`src/rtl/sboic_pkg.sv`:
```
// Shared types, constants and the microcode table of the subtract-and-branch CPU.
`default_nettype none

package sboic_pkg;

  localparam int DEF_MEM_DEPTH = 65536;

  // Port addresses at the top of the 64-bit address space.
  localparam logic [63:0] PORT_BASE  = 64'h8000_0000_0000_0000;
  localparam logic [63:0] PORT_EXIT  = 64'hFFFF_FFFF_FFFF_FFFF;
  localparam logic [63:0] PORT_PRINT = 64'hFFFF_FFFF_FFFF_FFFE;
  localparam logic [63:0] PORT_STDIN = 64'hFFFF_FFFF_FFFF_FFFD;
  localparam logic [63:0] PORT_FREQ  = 64'hFFFF_FFFF_FFFF_FFFC;
  localparam logic [63:0] PORT_TIME  = 64'hFFFF_FFFF_FFFF_FFFB;
  localparam logic [63:0] PORT_SLEEP = 64'hFFFF_FFFF_FFFF_FFFA;
  localparam logic [63:0] PORT_DRAW  = 64'hFFFF_FFFF_FFFF_FFF9;
  localparam logic [63:0] FREQ_VALUE = 64'h0000_0001_0000_0000;

  localparam logic [1:0] ST_RUNNING  = 2'd0;
  localparam logic [1:0] ST_COMPLETE = 2'd1;
  localparam logic [1:0] ST_MEMERR   = 2'd2;

  localparam logic [2:0] EV_NONE  = 3'd0;
  localparam logic [2:0] EV_EXIT  = 3'd1;
  localparam logic [2:0] EV_PRINT = 3'd2;
  localparam logic [2:0] EV_SLEEP = 3'd3;
  localparam logic [2:0] EV_DRAW  = 3'd4;

  localparam logic [1:0] MODE_WRITE  = 2'd0;
  localparam logic [1:0] MODE_SET_IP = 2'd1;
  localparam logic [1:0] MODE_EXEC   = 2'd2;
  localparam logic [1:0] MODE_READ   = 2'd3;

  // Address sources for the single memory port.
  localparam logic [1:0] ADDR_PTR   = 2'd0;
  localparam logic [1:0] ADDR_A     = 2'd1;
  localparam logic [1:0] ADDR_B     = 2'd2;
  localparam logic [1:0] ADDR_WADDR = 2'd3;

  // Register load targets for the word read in the previous step.
  localparam logic [2:0] LD_NONE = 3'd0;
  localparam logic [2:0] LD_A    = 3'd1;
  localparam logic [2:0] LD_B    = 3'd2;
  localparam logic [2:0] LD_C    = 3'd3;
  localparam logic [2:0] LD_MB   = 3'd4;

  // Architectural operations of a step.
  localparam logic [2:0] OP_NONE     = 3'd0;
  localparam logic [2:0] OP_SET_IP   = 3'd1;
  localparam logic [2:0] OP_EXEC_END = 3'd2;
  localparam logic [2:0] OP_WRITE    = 3'd3;
  localparam logic [2:0] OP_READ_END = 3'd4;

  localparam int STEP_W = 4;

  // Microprogram entry points and steps.
  localparam logic [STEP_W-1:0] STEP_FETCH_A  = 4'd0;
  localparam logic [STEP_W-1:0] STEP_FETCH_B  = 4'd1;
  localparam logic [STEP_W-1:0] STEP_FETCH_C  = 4'd2;
  localparam logic [STEP_W-1:0] STEP_READ_MB  = 4'd3;
  localparam logic [STEP_W-1:0] STEP_READ_MA  = 4'd4;
  localparam logic [STEP_W-1:0] STEP_EXEC_END = 4'd5;
  localparam logic [STEP_W-1:0] STEP_WRITE    = 4'd6;
  localparam logic [STEP_W-1:0] STEP_SET_IP   = 4'd7;
  localparam logic [STEP_W-1:0] STEP_READ     = 4'd8;
  localparam logic [STEP_W-1:0] STEP_READ_END = 4'd9;

  typedef struct packed {
    logic [1:0] addr_sel;
    logic       rd;
    logic [2:0] ld;
    logic       ptr_inc;
    logic [2:0] op;
    logic       halt_chk;
    logic       last;
  } ctrl_word_t;

  typedef struct packed {
    ctrl_word_t cw;
    logic       busy;
    logic       go;
    logic       finish;
  } seq_ctl_t;

  typedef struct packed {
    logic [63:0] next_ip;
    logic [1:0]  run_state;
    logic [2:0]  event_kind;
    logic [63:0] event_value;
    logic [63:0] read_data;
  } result_t;

  // Control store. Each read issued in a step is consumed by the next step, by its load or its operation.
  function automatic ctrl_word_t micro_rom(input logic [STEP_W-1:0] step);
    ctrl_word_t cw;
    cw = '{addr_sel: ADDR_PTR, rd: 1'b0, ld: LD_NONE, ptr_inc: 1'b0,
           op: OP_NONE, halt_chk: 1'b0, last: 1'b1};
    case (step)
      STEP_FETCH_A: begin
        cw.addr_sel = ADDR_PTR; cw.rd = 1'b1; cw.ptr_inc = 1'b1;
        cw.halt_chk = 1'b1; cw.last = 1'b0;
      end
      STEP_FETCH_B: begin
        cw.addr_sel = ADDR_PTR; cw.rd = 1'b1; cw.ptr_inc = 1'b1;
        cw.ld = LD_A; cw.last = 1'b0;
      end
      STEP_FETCH_C: begin
        cw.addr_sel = ADDR_PTR; cw.rd = 1'b1; cw.ptr_inc = 1'b1;
        cw.ld = LD_B; cw.last = 1'b0;
      end
      STEP_READ_MB: begin
        cw.addr_sel = ADDR_B; cw.rd = 1'b1; cw.ld = LD_C; cw.last = 1'b0;
      end
      STEP_READ_MA: begin
        cw.addr_sel = ADDR_A; cw.rd = 1'b1; cw.ld = LD_MB; cw.last = 1'b0;
      end
      STEP_EXEC_END: begin
        cw.addr_sel = ADDR_A; cw.op = OP_EXEC_END;
      end
      STEP_WRITE: begin
        cw.addr_sel = ADDR_WADDR; cw.op = OP_WRITE;
      end
      STEP_SET_IP: begin
        cw.op = OP_SET_IP;
      end
      STEP_READ: begin
        cw.addr_sel = ADDR_WADDR; cw.rd = 1'b1; cw.last = 1'b0;
      end
      STEP_READ_END: begin
        cw.op = OP_READ_END;
      end
      default: begin
        cw.last = 1'b1;
      end
    endcase
    return cw;
  endfunction

endpackage

`default_nettype wire

```
`src/rtl/sboic_seq.sv`:
```
// Microcode sequencer: step counter, control store lookup and completion control.
`default_nettype none

module sboic_seq (
  input  wire logic             clk,
  input  wire logic             rst,
  input  wire logic             start,
  input  wire logic [1:0]       mode,
  input  wire logic             running,
  input  wire logic             out_stall,
  output sboic_pkg::seq_ctl_t   ctl
);
  import sboic_pkg::*;

  logic              busy;
  logic [STEP_W-1:0] step;
  logic [STEP_W-1:0] entry;
  ctrl_word_t        cw;
  logic              end_now;
  logic              go;

  always_comb begin
    case (mode)
      MODE_WRITE:  entry = STEP_WRITE;
      MODE_SET_IP: entry = STEP_SET_IP;
      MODE_EXEC:   entry = STEP_FETCH_A;
      MODE_READ:   entry = STEP_READ;
      default:     entry = STEP_READ;
    endcase
  end

  assign cw      = micro_rom(step);
  // A step that ends the program jumps out early when the machine is stopped.
  assign end_now = cw.last || (cw.halt_chk && !running);
  // The last step waits until the result register has room.
  assign go      = busy && !(end_now && out_stall);

  assign ctl.cw     = cw;
  assign ctl.busy   = busy;
  assign ctl.go     = go;
  assign ctl.finish = go && end_now;

  always_ff @(posedge clk) begin
    if (rst) begin
      busy <= 1'b0;
      step <= STEP_FETCH_A;
    end else if (start) begin
      busy <= 1'b1;
      step <= entry;
    end else if (go) begin
      if (end_now) begin
        busy <= 1'b0;
      end else begin
        step <= step + 1'b1;
      end
    end
  end

endmodule

`default_nettype wire

```
`config.mk`:
```
export PLATFORM = sky130hd
export DESIGN_NAME = sboic_seq
export DESIGN_NICKNAME = d
export VERILOG_FILES = /design/src/rtl/sboic_pkg.sv /design/src/rtl/sboic_seq.sv
export SDC_FILE = /design/constraint.sdc
export NUM_CORES = 1
export LEC_CHECK = 0
export BUFFER_PORTS_ARGS = -buffer_cell sky130_fd_sc_hd__buf_2
export CAP_MARGIN = 0
export CORE_AREA = 4 4 41 43
export CTS_BUF_LIST = sky130_fd_sc_hd__clkbuf_4 sky130_fd_sc_hd__clkbuf_8
export DETAILED_ROUTE_END_ITERATION = 8
export DIE_AREA = 0 0 45 47
export PLACE_DENSITY = 0.8
export SLEW_MARGIN = 15
export SYNTH_ARGS = -nofsm -noshare
export SYNTH_HDL_FRONTEND = slang
export SYNTH_SLANG_ARGS = --single-unit
```
`constraint.sdc`:
```
create_clock -name clk -period 4.5 [get_ports clk]
set_input_delay 0.9 -clock clk [delete_from_list [all_inputs] [get_ports clk]]
set_output_delay 0.9 -clock clk [all_outputs]
set_load 0.02 [all_outputs]
```
==> summary.md <==
| Metric | Value |
|---|---|
| Ys async rst share | 0 |
| Die Width | 45 µm |
| Max_slew headroom | 0.6806 |
| Initial antenna violation count | 0 |
| Final hold violation count | 0 |
| Final net count | 102 |
| Skew-Pair Late Insertion Delay | 240 ps |
| CTS root buffer | clkbuf_4 |
| Setup ws final | 1577 ps |
| Diodes inserted | 0 |
| Setup_tns | 0 ps |
| Area leader, netlist | dfxtp_1 |
| Buffers and inverters on the worst path | 2 |
| Cell count after synthesis | 70 |
| Slowest-stage cell, CP | or3_1 |
| Setup Viol. Count Final | 0 |
| Detailed Route WL | 1149 µm |
| Critical path class | in2out |
| Routability Congestion | 0.7728 |
| Area contributors post-synth | dfxtp_1 (18%), ha_1 (9.1%), a32oi_4 (5.0%), inv_1 (4.8%), nor2_1 (4.8%) |
| Minimum clock period | 2923 ps |
| Reg2Reg Setup Slack | 2580 ps |
| Largest net degree at the start of global routing | 15 |
| Core area | 0.001301 mm² |
| Synth warn | 0 |
| Yosys reg bits | 5 |
| Router iterations before antenna repair | 4 |
| Tot Pwr | 195.0 µW |
| H-tree depth | 1 |
| Pwr dens | 289.7 mW/mm² |
| Initial Util | 0.4221 |
| CTS tree | built |
| # IOs | 22 |
| Filler cells | 140 |
| Clk slew on worst S/H paths | 40 ps |
| Chip height | 47 µm |
| Mapped Area | 549.3 µm² |
| Setup skew after layout | 0.1076 ps |
| Count of different cell masters after synthesis | 34 |
| Setup crit start | running |
| Routed len/inst | 10.94 µm |
| Max-slew violations | 0 |
| Top Family by Delay on Critical Path | simple AND/OR/NAND/NOR gates |
| Worst Max-Slew Pin Slew | 478.4 ps |
| Clock Path Buffers | 2 |
| Outcome | complete, no violations |
| WP data required | 3600 ps |
| # rows | 13 |
| Gr usage total | 0.1284 |
| HP Class | reg2reg |
| Crit path max fanout | 4 |
| RSZ-0062 raised after global routing | false |
| # port buffers | 21 |
| Vias | 557 |
| Iteration-0 DRC count of the detailed router | 8 |
| Syn_nets | 81 |
| Setup Fix Bufs, Post-CTS | 0 |
| Crit end category | output port |
| Post-synth top cells | inv_1 (7), nor2_1 (7), a21oi_1 (5), dfxtp_1 (5), ha_1 (4) |
| Die area | 0.002115 mm² |
| Post-CTS sizing | 0 |
| Routed Antenna Nets | 0 |
| Hold_ws | 603.6 ps |
| Most used cell, CP | buf_2 |
| Register area share after synthesis | 0.1822 |
| CP arrival | 2020 ps |
| R2r startpoint | step[0] |
| Post-synth EDFFs | 0 |
| DP HPWL | 955.4 µm |
| Most used DFF post-synth | dfxtp_1 |
| Max-cap violations | 0 |
| Period utilization | 0.6495 |
| Vias in the first global route | 493 |
| Total grt overflow | 0 |
| Syn Area/Cell | 7.847 µm² |
| P&R area growth vs syn | 22.55% |
| CTS hold repair buffers | 0 |
| CTS buffer count | 3 |
| Leak pwr | 0.3256 nW |
| CTS sink count | 5 |
| First-pass GRT wire length | 2021 µm |
| HP Start | busy |
| Vias per cell | 5.305 |
| Crit-path max cell delay | 360 ps |
| Critical path startpoint category | input port |
| Drc violations | 0 |
| CP cell instances | buf_2, or3_1, a32o_2, nor3b_1, buf_2 |
| VDD IR max | 0.1733 mV |
| Synth top area share | 0.1822 |
| Layout cells sized above 1 | 0.3444 |
| F_max | 342.1 MHz |
| Dpl ws | 1574 ps |
[worst reg2reg max path, cell delays in order (launching register included)]
cell	delay [ps]
dfxtp_1	370
inv_1	110
ha_1	270
or3_4	430
a32oi_4	270
nor3b_1	90
o31a_1	280
[path summary, 6_finish.rpt]
check,cells after the start,to
max,5,ctl[0]
min,2,busy
max reg2reg,6,step[2]
min reg2reg,2,busy
[logic make-up (layout without fill, tap and decap cells)]
logic type | count (synthesis) | after routing | synth area share
xor+xnor | 3 | 3 | 0.04784
compound gates | 19 | 19 | 0.2870
flops | 5 | 5 | 0.1822
fa+ha+maj | 4 | 4 | 0.09112
buf+inv | 12 | 32 | 0.1025
mux | 1 | 1 | 0.01822
simple gates | 26 | 26 | 0.2711
[layer usage]
metal  up-vias  routed length (µm)  GRT usage
met5         -                   0          0
met4         0                  13    0.07018
met3         2                  66    0.01916
met2        17                 568     0.2175
met1       251                 501     0.1560
li1        287                   -          -
[final cells by class]
class,count,area (µm²),share of cell area
multi-input combinational,53,392.9,0.5836
sequential,5,100.1,0.1487
inverter,7,26.28,0.03903
clock buffer,4,30.03,0.04461
tap,15,18.77,0.02788
timing repair buffer,21,105.1,0.1561
[stage by stage]
stage	cell area, µm²	std cells	utilization
floorplan	549.3	70	-
global placement	643.1	101	0.4942
detailed placement	643.1	101	0.4942
CTS	673.1	105	0.5173
global route	673.1	105	0.5173
finish	673.1	105	0.5173
[cell usage in the layout (no fill, tap or decap), drive strengths merged]
master	n
buf	21
inv	7
nor2	7
a21oi	5
dfxtp	5
ha	4
clkbuf	4
nand2	3
or3	3
and3	2
o21a	2
nor3	2
nor3b	2
xnor2	2
a31oi	2
nand3	2
o21ai	2
and2	2
o31a	2
a211oi	2
xor2	1
a21o	1
mux2i	1
nor2b	1
or2	1
a32o	1
nor4b	1
a32oi	1
o311a	1
[sequential cells by signal (all words and copies together), names as in the netlist]
name,flops
step,4
busy,1
[report_power, final]
group	switching (mW)	internal (mW)	total [mW]	leakage, nW
Sequential	0.00643	0.0479	0.0544	0.0415
Clock	0.0165	0.0394	0.0559	0.0184
Combinational	0.0502	0.0345	0.0847	0.266
Total	0.0731	0.122	0.195	0.326
Power figures use the tool's default switching activity.
